--- config.mk ---
export PLATFORM = sky130hd
export DESIGN_NAME = pee_ctrl
export DESIGN_NICKNAME = d
export VERILOG_FILES = /design/src/design/pee_pkg.sv /design/src/design/pee_ctrl.sv
export SDC_FILE = /design/constraint.sdc
export NUM_CORES = 1
export LEC_CHECK = 0
export BUFFER_PORTS_ARGS = -buffer_cell sky130_fd_sc_hd__buf_4
export CORE_AREA = 2 2 39 41
export CTS_BUF_LIST = sky130_fd_sc_hd__clkbuf_4
export DETAILED_ROUTE_END_ITERATION = 8
export DIE_AREA = 0 0 41 43
export GPL_TIMING_DRIVEN = 1
export SLEW_MARGIN = 40
export SYNTH_ARGS = -nofsm -noshare
export SYNTH_HDL_FRONTEND = slang
export SYNTH_SLANG_ARGS = --single-unit
export TNS_END_PERCENT = 30
--- constraint.sdc ---
create_clock -name clk -period 1.7 [get_ports clk]
set_input_delay 0.17 -clock clk [delete_from_list [all_inputs] [get_ports clk]]
set_output_delay 0.17 -clock clk [all_outputs]
set_load 0.1 [all_outputs]
--- src/design/pee_pkg.sv ---
`default_nettype none

package pee_pkg;

    localparam int DATA_W    = 32;
    localparam int SYM_W     = 8;
    localparam int DIV_STEPS = 32;

    localparam logic [SYM_W-1:0] CHAR_ZERO  = 8'h30;
    localparam logic [SYM_W-1:0] CHAR_PLUS  = 8'h2B;
    localparam logic [SYM_W-1:0] CHAR_MINUS = 8'h2D;
    localparam logic [SYM_W-1:0] CHAR_STAR  = 8'h2A;
    localparam logic [SYM_W-1:0] CHAR_SLASH = 8'h2F;

    typedef enum logic [1:0] {
        ST_OK        = 2'd0,
        ST_OVERFLOW  = 2'd1,
        ST_UNDERFLOW = 2'd2,
        ST_DIVZERO   = 2'd3
    } status_code_t;

    typedef enum logic [2:0] {
        OP_PUSH,
        OP_ADD,
        OP_SUB,
        OP_MUL,
        OP_DIV
    } op_t;

    typedef enum logic [1:0] {
        S_IDLE,
        S_EXEC,
        S_DIV,
        S_EMIT
    } state_t;

    // commands from controller to datapath
    typedef struct packed {
        logic         capture;
        logic         push;
        logic         alu;
        logic         div_start;
        logic         div_write;
        logic         set_err;
        status_code_t err_code;
        logic         emit;
    } dp_cmd_t;

    // flags from datapath to controller
    typedef struct packed {
        logic is_op;
        logic is_div;
        logic err_set;
        logic last;
        logic full;
        logic lt2;
        logic rhs_zero;
        logic div_done;
        logic out_free;
    } dp_stat_t;

endpackage

`default_nettype wire

--- src/design/pee_ctrl.sv ---
`default_nettype none

module pee_ctrl
    import pee_pkg::*;
(
    input  wire logic     clk,
    input  wire logic     rst_n,
    input  wire logic     in_valid,
    output logic          in_ready,
    input  wire dp_stat_t flags,
    output dp_cmd_t       cmd
);

    state_t state_reg, state_next;

    always_comb
    begin
        state_next = state_reg;
        case (state_reg)
            S_IDLE:
            begin
                if (in_valid)
                begin
                    state_next = S_EXEC;
                end
            end
            S_EXEC:
            begin
                if (!flags.err_set && flags.is_div && !flags.lt2 && !flags.rhs_zero)
                begin
                    state_next = S_DIV;
                end
                else
                begin
                    state_next = flags.last ? S_EMIT : S_IDLE;
                end
            end
            S_DIV:
            begin
                if (flags.div_done)
                begin
                    state_next = flags.last ? S_EMIT : S_IDLE;
                end
            end
            S_EMIT:
            begin
                if (flags.out_free)
                begin
                    state_next = S_IDLE;
                end
            end
            default: state_next = S_IDLE;
        endcase
    end

    always_comb
    begin
        in_ready = 1'b0;
        cmd      = '0;
        cmd.err_code = ST_OK;
        case (state_reg)
            S_IDLE:
            begin
                in_ready    = 1'b1;
                cmd.capture = in_valid;
            end
            S_EXEC:
            begin
                if (!flags.err_set)
                begin
                    if (!flags.is_op)
                    begin
                        if (flags.full)
                        begin
                            cmd.set_err  = 1'b1;
                            cmd.err_code = ST_OVERFLOW;
                        end
                        else
                        begin
                            cmd.push = 1'b1;
                        end
                    end
                    else if (flags.lt2)
                    begin
                        cmd.set_err  = 1'b1;
                        cmd.err_code = ST_UNDERFLOW;
                    end
                    else if (flags.is_div)
                    begin
                        if (flags.rhs_zero)
                        begin
                            cmd.set_err  = 1'b1;
                            cmd.err_code = ST_DIVZERO;
                        end
                        else
                        begin
                            cmd.div_start = 1'b1;
                        end
                    end
                    else
                    begin
                        cmd.alu = 1'b1;
                    end
                end
            end
            S_DIV:
            begin
                cmd.div_write = flags.div_done;
            end
            S_EMIT:
            begin
                cmd.emit = flags.out_free;
            end
            default:
            begin
                in_ready = 1'b0;
            end
        endcase
    end

    always_ff @(posedge clk or negedge rst_n)
    begin
        if (!rst_n)
        begin
            state_reg <= S_IDLE;
        end
        else
        begin
            state_reg <= state_next;
        end
    end

endmodule

`default_nettype wire

# Yosys cells after proc, flatten, opt, wreduce, memory -nomap -nowiden
# Index checks and enable logic that the tools add are counted.
# word_totals
register_bits	2
latch_bits	0
mem_bits_rw	0
mem_bits_ro	0
output_inout_bits	10
elab_cells	41
memories	0
# op_classes
addsub	0
mul	0
div	0
order_cmp	0
n_eq_ne	6
shift	0
muxes	26
bitwise_logic	0
reduce_logical	8
# ops
operator	count
$mux W3	9
$mux W2	7
$mux W1	9
$pmux W2 S4	1
$ne A2 B2 Y1 const B	3
$eq A2 B2 Y1 const B	2
$logic_and A1 B1 Y1	3
$logic_not A1 Y1	3
$reduce_and A3 Y1	1
$eq A2 B1 Y1 const B	1
$logic_not A2 Y1	1

# Logic depth before layout (Yosys ltp)
# Gate-level depths: netlist of run 1.
# logic_depth
word_depth	6
ltp_mapped	4
mapped_depth_nobuf	3

# Worst setup path after synthesis of run 1
# Ideal clock, no wire load.
# synth_timing
path_kind	register to output
from	reg state_reg[0]
to	out cmd[3] (netlist bit)
arrival_ns	3.089
required_time_ns	1.530
setup_slack_ns	-1.559
stages_incl_launch_ff	4
path_cell_list	dfrtp_1 -> buf_6 -> or3b_4 -> a211oi_1
# synth_lines
element	line_no	rtl
start, declared	pee_ctrl.sv:14	state_t state_reg, state_next;
start signal, assigned	pee_ctrl.sv:129	state_reg <= state_next;
end, declared	pee_ctrl.sv:11	output dp_cmd_t cmd

==> results of run 1 <==
layout make-up:
cell class / instances / area (sq um)
Clock buffer: 3 / 22.52
Inverter: 2 / 7.507
Multi-Input combinational cell: 28 / 216.5
Fill cell: 143 / 812.0
Sequential cell: 2 / 50.05
Timing Repair Buffer: 26 / 255.2
Tap cell: 16 / 20.02
cell families (layout without fill, tap and decap cells):
group	count (synthesis)	in the layout	share of synthesized area [%]
AND/OR/NAND/NOR	21	21	52.83
AO/OA/AOI/OAI	7	7	17.44
buffers and inverters	4	31	9.230
flip-flops	2	2	20.51
metal layers:
metal / up-vias / wire length, um
met5: - / 0
met4: 0 / 31
met3: 4 / 55
met2: 16 / 343
met1: 148 / 278
li1: 175 / -
power groups by stage:
stage,clock [W],combinational [W],sequential [W]
6_report,0.000107,0.000715,0.0000831
2_1_floorplan,0,0.000544,0.0000834
3_5_place_dp,0,0.000683,0.0000839
4_1_cts,0.000113,0.000713,0.0000837
3_3_place_gp,0,0.000683,0.0000835
5_1_grt,0.000116,0.000754,0.0000862
metrics by stage:
step | worst slack (ns) | area [sq um]
6_report | -0.04121 | 571.8
5_1_grt | -0.1055 | 571.8
4_1_cts | -0.05604 | 555.5
3_5_place_dp | 0.1096 | 479.2
3_3_place_gp | 0.1277 | 479.2
2_1_floorplan | -0.4038 | 286.5
worst min path at each step:
stage | end | startpoint | depth (start not counted)
after floorplan | state_reg[0] | rst_n | 0
after global placement | state_reg[0] | rst_n | 1
after detailed placement | state_reg[0] | rst_n | 1
after CTS | state_reg[1] | rst_n | 2
after global routing | state_reg[1] | rst_n | 2
final | state_reg[1] | rst_n | 2
worst max-delay path, cell delays in order (launching register included):
cell     delay, ns
dfrtp_1       0.36
or3b_4        0.38
or2_4         0.26
nor3_4        0.15
buf_12        0.20
cell usage in the layout (no fill, tap or decap), drive strengths merged, types with 2 or more instances in the layout:
cell     n
buf     25
inv      2
dfrtp    2
nor3     5
nor2     5
clkbuf   3
a21oi    3
and4b    2
nand2    2
what timing repair did:
item                                   CTS  global route
setup endpoints to repair                4             5
gates cloned                             0             0
pin swaps                                1             0
endpoints found under the hold margin    2             0
gates resized for setup                 11             4
hold buffers                             1             0
==> qor.yml, run 1 <==
run_status:
  status: "finished with violations"
  violations: "setup timing"
setup_path:
  r2r-end: "state_reg[0]"
  r2r-start: "state_reg[1]"
  r2r_slack_ns: 0.65
  worstSetupStartpoint: "state_reg[1]"
  path_class: "reg2out"
  end_kind: "primary output"
  startpoint_type: "flip-flop"
  reg2regPathDepth: 4
  path_max_fanout: 2
  critPathCapture: "cmd[6]"
  worstPathRequired_ns: 1.53
  crit_arrival_ns: 1.57
global_route:
  grt_use_met2_pct: 15.00
  grt_max_degree: 12
  grt_use_met3_pct: 3.141
  grt_pass1_wl_mm: 1.283
  grt_util_all_layers_pct: 10.97
  antenna_found_initial: 0
  first_global_vias: 336
  grt_overflow_total: 0
  grtUsageMet1_pct: 12.94
  top_usage_layer: "met2"
clock_tree:
  worstSkewPairLatency_ns: 0.23
  htreeDepth: 1
  cts_root_buffer: "clkbuf_4"
  cts_tree: "done"
  numCtsBuffers: 3
  cts.sinks: 2
  post_cts_buffers: 0
  clock_path_buffers: 2
  clkSlewWorstSetupHoldPaths_ns: 0.03
drt:
  drcViolationCount: 0
  wl_per_cell_um: 9.221
  avgViaCountPerCell: 4.455
  drtPass1Iterations: 2
  drt_iter0_drc: 2
  vias: 343
  wirelength_um: 710
  drtAntennaViolNets: 0
yosys:
  synth-seq-cells: 2
  synthArstFlopShare_pct: 100.0
  yosys_warnings: 0
  post-synth-top-count-cell: "nor2_1"
  synth_cell_types: 21
  synth_edf_count: 0
  syn-num-nets: 46
  synth_top_area_share_pct: 20.51
  synth.largest_area_cell: "dfrtp_1"
  synth_area_sq_um: 244.0
  synth.avg_cell_area_sq_um: 7.176
  synthTopCellsByArea: "dfrtp_1 21%, and4b_1 8.2%, nor3_1 8.2%"
  synth_common_cells: "5 x nor2_1, 4 x nor3_1, 3 x a21oi_1"
  yosysSeqAreaShare_pct: 20.51
  ys.flop_type: "dfrtp_1"
  syn_inst: 34
power_and_ir_drop:
  p_comb_share_pct: 79.0
  p_per_area_nw_per_um2: 1584
  p_int_w: 0.0003725
  vdd.ir_drop.worst_mv: 0.9052
  total_power_w: 0.0009055
  cellLeakagePower_nw: 0.2629
  p_sw_w: 0.0005330
  pwr-share-clk_pct: 11.8
  seqPwrFrac_pct: 9.2
  p_sw_share_pct: 58.86
cells_and_area:
  stdcell_count: 77
  drive_above_1_share_pct: 60.66
  fin_nets: 75
  area_growth_pct: 134.4
  largest_reg_flops: 2
  final_util_pct: 41.32
  antenna_cells: 0
sta:
  setup_viol: 3
  fmax_mhz: 574.3
  relSlewSlack_pct: 77.01
  hold_viol_final: 0
  worst_slack_ns: -0.04121
  fin_skew_ns: 0.005666
  fin_crit_ns: 1.741
  setup-tns-final_ns: -0.06946
  finalCritPeriodShare_pct: 102.4
  holdWs_ns: 0.2521
  worst_pin_slew_ns: 0.3448
  final_max_slew_viol_count: 0
  rsz0062_at_grt: "yes"
die:
  io_pins: 22
  core_area_sq_um: 1384
  fp-row-count: 14
  die_y_um: 43
  die_x_um: 41
  start_util_pct: 17.63
  die-area_sq_um: 1763
placed_design:
  port-buffer-count: 21
  dp_hpwl_um: 580.5
  dp_cells: 73
  routabilityCongestion: 0.6904
flow_run:
  drv_cap: 0
min_path:
  hp-class: "in2async"
Note: power is estimated with default switching activity, not from simulation.
==> inputs of run 2 (changes only) <==
SKIP_CTS_REPAIR_TIMING = 1   (was not set)
==> qor.yml, run 2 (synthesized netlist as in run 1, its figures left out) <==
drt:
  drtAntennaViolNets: 0
  drt_iter0_drc: 2
  vias: 343
  met3_length_um: 55
  wl_met2_um: 341
  avgViaCountPerCell: 4.455
  met1_length_um: 277
  routed.top_layer: "met4"
  wl_per_cell_um: 9.169
  drcViolationCount: 0
  drtPass1Iterations: 2
  wirelength_um: 706
sta:
  worst_pin_slew_ns: 0.3448
  fmax_mhz: 574.3
  hold_viol_final: 0
  fin_crit_ns: 1.741
  rsz0062_at_grt: "yes"
  fin_skew_ns: 0.005666
  setup-tns-final_ns: -0.06554
  relSlewSlack_pct: 77.01
  finalCritPeriodShare_pct: 102.4
  worst_slack_ns: -0.04124
  final_max_slew_viol_count: 0
  setup_viol: 3
setup_path:
  cp_top_family: "simple AND/OR/NAND/NOR gates"
  crit_arrival_ns: 1.57
  worstPathRequired_ns: 1.53
  path_max_fanout: 2
  r2r-start: "state_reg[1]"
  reg2regPathDepth: 4
  path_class: "reg2out"
  startpoint_type: "flip-flop"
  end_kind: "primary output"
  cp_slowest_cell: "or3b_4"
  cpPeakStageDelay_ns: 0.38
  worstSetupStartpoint: "state_reg[1]"
  worstPathCellList: "or3b_4, or2_4, nor3_4, buf_12"
  cp_num_buf_inv: 1
  path_depth: 4
die:
  fp-row-count: 14
  die_x_um: 41
  start_util_pct: 17.63
  io_pins: 22
  die-area_sq_um: 1763
  core_area_sq_um: 1384
  die_y_um: 43
clock_tree:
  numCtsBuffers: 3
  cts_root_buffer: "clkbuf_4"
  clkSlewWorstSetupHoldPaths_ns: 0.03
  htreeDepth: 1
  worstSkewPairLatency_ns: 0.23
  cts_tree: "done"
  cts.sinks: 2
  clock_path_buffers: 2
global_route:
  grt_overflow_total: 0
  first_global_vias: 327
  grt_pass1_wl_mm: 1.255
  grt_max_degree: 12
  antenna_found_initial: 0
  grt_util_all_layers_pct: 10.76
cells_and_area:
  fin_nets: 75
  multi_input_area_sq_um: 216.5
  design_area_sq_um: 571.8
  antenna_cells: 0
  largest_reg_flops: 2
  area_growth_pct: 134.4
  final_cell_mix: "20 x buf_4, 4 x buf_12, 3 x a21oi_1, 3 x nor2_2, 3 x clkbuf_4"
  final_common_cell: "buf_4"
  final_util_pct: 41.32
  num-fill-cells: 143
  regArea_sq_um: 50.05
  drive_above_1_share_pct: 60.66
run_status:
  status: "finished with violations"
  violations: "setup timing"
placed_design:
  port-buffer-count: 21
  dp_hpwl_um: 580.5
  routabilityCongestion: 0.6904
  dpl_cell_area_sq_um: 479.2
min_path:
  hp-class: "in2async"
power_and_ir_drop:
  total_power_w: 0.0009055
  vdd.ir_drop.worst_mv: 0.9052
  cellLeakagePower_nw: 0.2629
  p_per_area_nw_per_um2: 1584
flow_run:
  drv_cap: 0
run 2: layer usage:
metal	vias to the layer above	GRT usage [%]
li1	175	-
met1	148	12.94
met2	16	14.37
met3	4	3.141
met4	0	10.00
met5	-	0
run 2: area by class of cell:
cell class	instances	area share [%]
clock buffer	3	3.939
inverter	2	1.313
multi-input combinational	28	37.86
sequential	2	8.753
tap	16	3.501
timing repair buffer	26	44.64
run 2: worst paths after layout:
check                      slack (ns)           end
max reg2reg                      0.65  state_reg[0]
min                              0.25  state_reg[1]
max                             -0.04        cmd[6]
min reg2reg                      0.65  state_reg[0]
max in group asynchronous        1.35  state_reg[0]
min in group clk                 0.28  state_reg[1]
run 2: report_power, final:
part	switching, W	leakage [nW]	internal (W)
registers	0.0000106	0.0241	0.0000725
clock network	0.0000292	0.0138	0.0000780
logic	0.000493	0.225	0.000222
run 2: through the flow:
step | setup slack, ns | std cells | hold WS (ns)
2_1_floorplan | -0.4038 | 34 | -0.1256
3_3_place_gp | 0.1277 | 73 | -0.04364
3_5_place_dp | 0.1096 | 73 | -0.04485
4_1_cts | -0.1415 | 76 | -0.2902
5_1_grt | -0.1055 | 77 | 0.2565
6_report | -0.04124 | 77 | 0.2521
==> inputs of run 3 (changes only) <==
clock period = 1.95 ns   (was 1.7 ns; I/O delays follow)
==> qor.yml, run 3 (synthesized netlist as in run 1, its figures left out) <==
power_and_ir_drop:
  vdd.ir_drop.worst_mv: 0.9682
  p_per_area_nw_per_um2: 1515
  cellLeakagePower_nw: 0.2365
drt:
  drtAntennaViolNets: 0
  drtPass1Iterations: 4
  drcViolationCount: 0
  wirelength_um: 681
  drt_iter0_drc: 4
  wl_per_cell_um: 9.080
  avgViaCountPerCell: 4.453
  vias: 334
setup_path:
  path_max_fanout: 4
  r2r_slack_ns: 0.89
  crit_arrival_ns: 1.66
  worstPathRequired_ns: 1.75
  startpoint_type: "flip-flop"
  end_kind: "primary output"
  path_class: "reg2out"
sta:
  fmax_mhz: 540.5
  fin_skew_ns: 0.001907
  fin_crit_ns: 1.850
  relSlewSlack_pct: 69.15
  setup_viol: 0
  setup-tns-final_ns: 0
  worst_pin_slew_ns: 0.4563
  final_max_slew_viol_count: 0
  hold_viol_final: 0
  finalCritPeriodShare_pct: 94.88
  rsz0062_at_grt: "no"
global_route:
  antenna_found_initial: 0
  grt_use_met2_pct: 11.88
  top_usage_layer: "met1"
  first_global_vias: 267
  grtUsageMet1_pct: 12.66
  grt_util_all_layers_pct: 9.265
  grt_overflow_total: 0
  grt_use_met3_pct: 4.712
  grt_max_degree: 12
  grt_pass1_wl_mm: 1.110
clock_tree:
  cts_root_buffer: "clkbuf_4"
  clock_path_buffers: 2
  cts_tree: "done"
  numCtsBuffers: 3
  htreeDepth: 1
  clkSlewWorstSetupHoldPaths_ns: 0.03
  cts.sinks: 2
  worstSkewPairLatency_ns: 0.22
placed_design:
  dp_hpwl_um: 544.8
  routabilityCongestion: 0.6296
  dpl_cell_area_sq_um: 452.9
  port-buffer-count: 21
die:
  core_area_sq_um: 1384
  die_y_um: 43
  start_util_pct: 17.63
  die-area_sq_um: 1763
  fp-row-count: 14
  io_pins: 22
  die_x_um: 41
cells_and_area:
  final_util_pct: 35.35
  fin_nets: 73
  largest_reg_flops: 2
  final_common_cell: "buf_4"
  antenna_cells: 0
  area_growth_pct: 100.5
  drive_above_1_share_pct: 54.24
  final_cell_mix: "22 x buf_4, 4 x nor2_1, 3 x a21oi_1, 3 x clkbuf_4"
  num-fill-cells: 140
  design_area_sq_um: 489.2
flow_run:
  drv_cap: 0
run_status:
  status: "complete, no violations"
min_path:
  hp-class: "in2async"
-- run 3: cell types whose count changed in the layout (fill, tap and decap cells not counted), moves of 2 or more --
cell,change
buf_12,-4
buf_4,+2
nor2_2,-2
nor2_1,+2
-- run 3: metrics by stage --
| step | worst slack, ns | hold WS (ns) | total power, W | instances |
|---|---|---|---|---|
| after CTS | 0.04484 | -0.2617 | 0.0007480 | 74 |
| after global routing | 0.02858 | 0.2814 | 0.0007918 | 75 |
| after floorplan | -0.3771 | -0.1006 | 0.0005386 | 34 |
| final | 0.09978 | 0.2965 | 0.0007411 | 75 |
| after detailed placement | 0.2888 | -0.01985 | 0.0006513 | 71 |
| after global placement | 0.3011 | -0.02106 | 0.0006506 | 71 |
-- run 3: metal layers --
metal  up-vias  wire, um
li1        172         -
met1       146       297
met2        16       316
met3         0        67
met4         0         0
met5         -         0
-- run 3: cell type report --
class / count / area, sq um / share of cell area (%)
multi-input combinational: 28 / 202.7 / 41.43
timing repair buffer: 24 / 186.4 / 38.11
sequential: 2 / 50.05 / 10.23
clock buffer: 3 / 22.52 / 4.604
tap: 16 / 20.02 / 4.092
inverter: 2 / 7.507 / 1.535
-- run 3: worst paths after layout --
path,start,to,cells after the start
setup / recovery,state_reg[1],cmd[2],4
hold / removal,rst_n,state_reg[0],2
setup reg to reg,state_reg[1],state_reg[0],4
hold reg to reg,state_reg[0],state_reg[0],2
max in group asynchronous,rst_n,state_reg[1],2
min in group clk,flags[1],state_reg[1],4
-- run 3: worst max-delay path: stages, from the launching register on --
cell and delay, ns:
dfrtp_1 0.37, or3b_4 0.41, or2_1 0.27, nor2_2 0.09
buf_4 0.29
-- run 3: power breakdown --
| part | internal [W] | leakage (nW) | switching (W) |
|---|---|---|---|
| clock network | 0.0000678 | 0.0138 | 0.0000224 |
| logic | 0.000160 | 0.199 | 0.000417 |
| registers | 0.0000633 | 0.0241 | 0.00000987 |
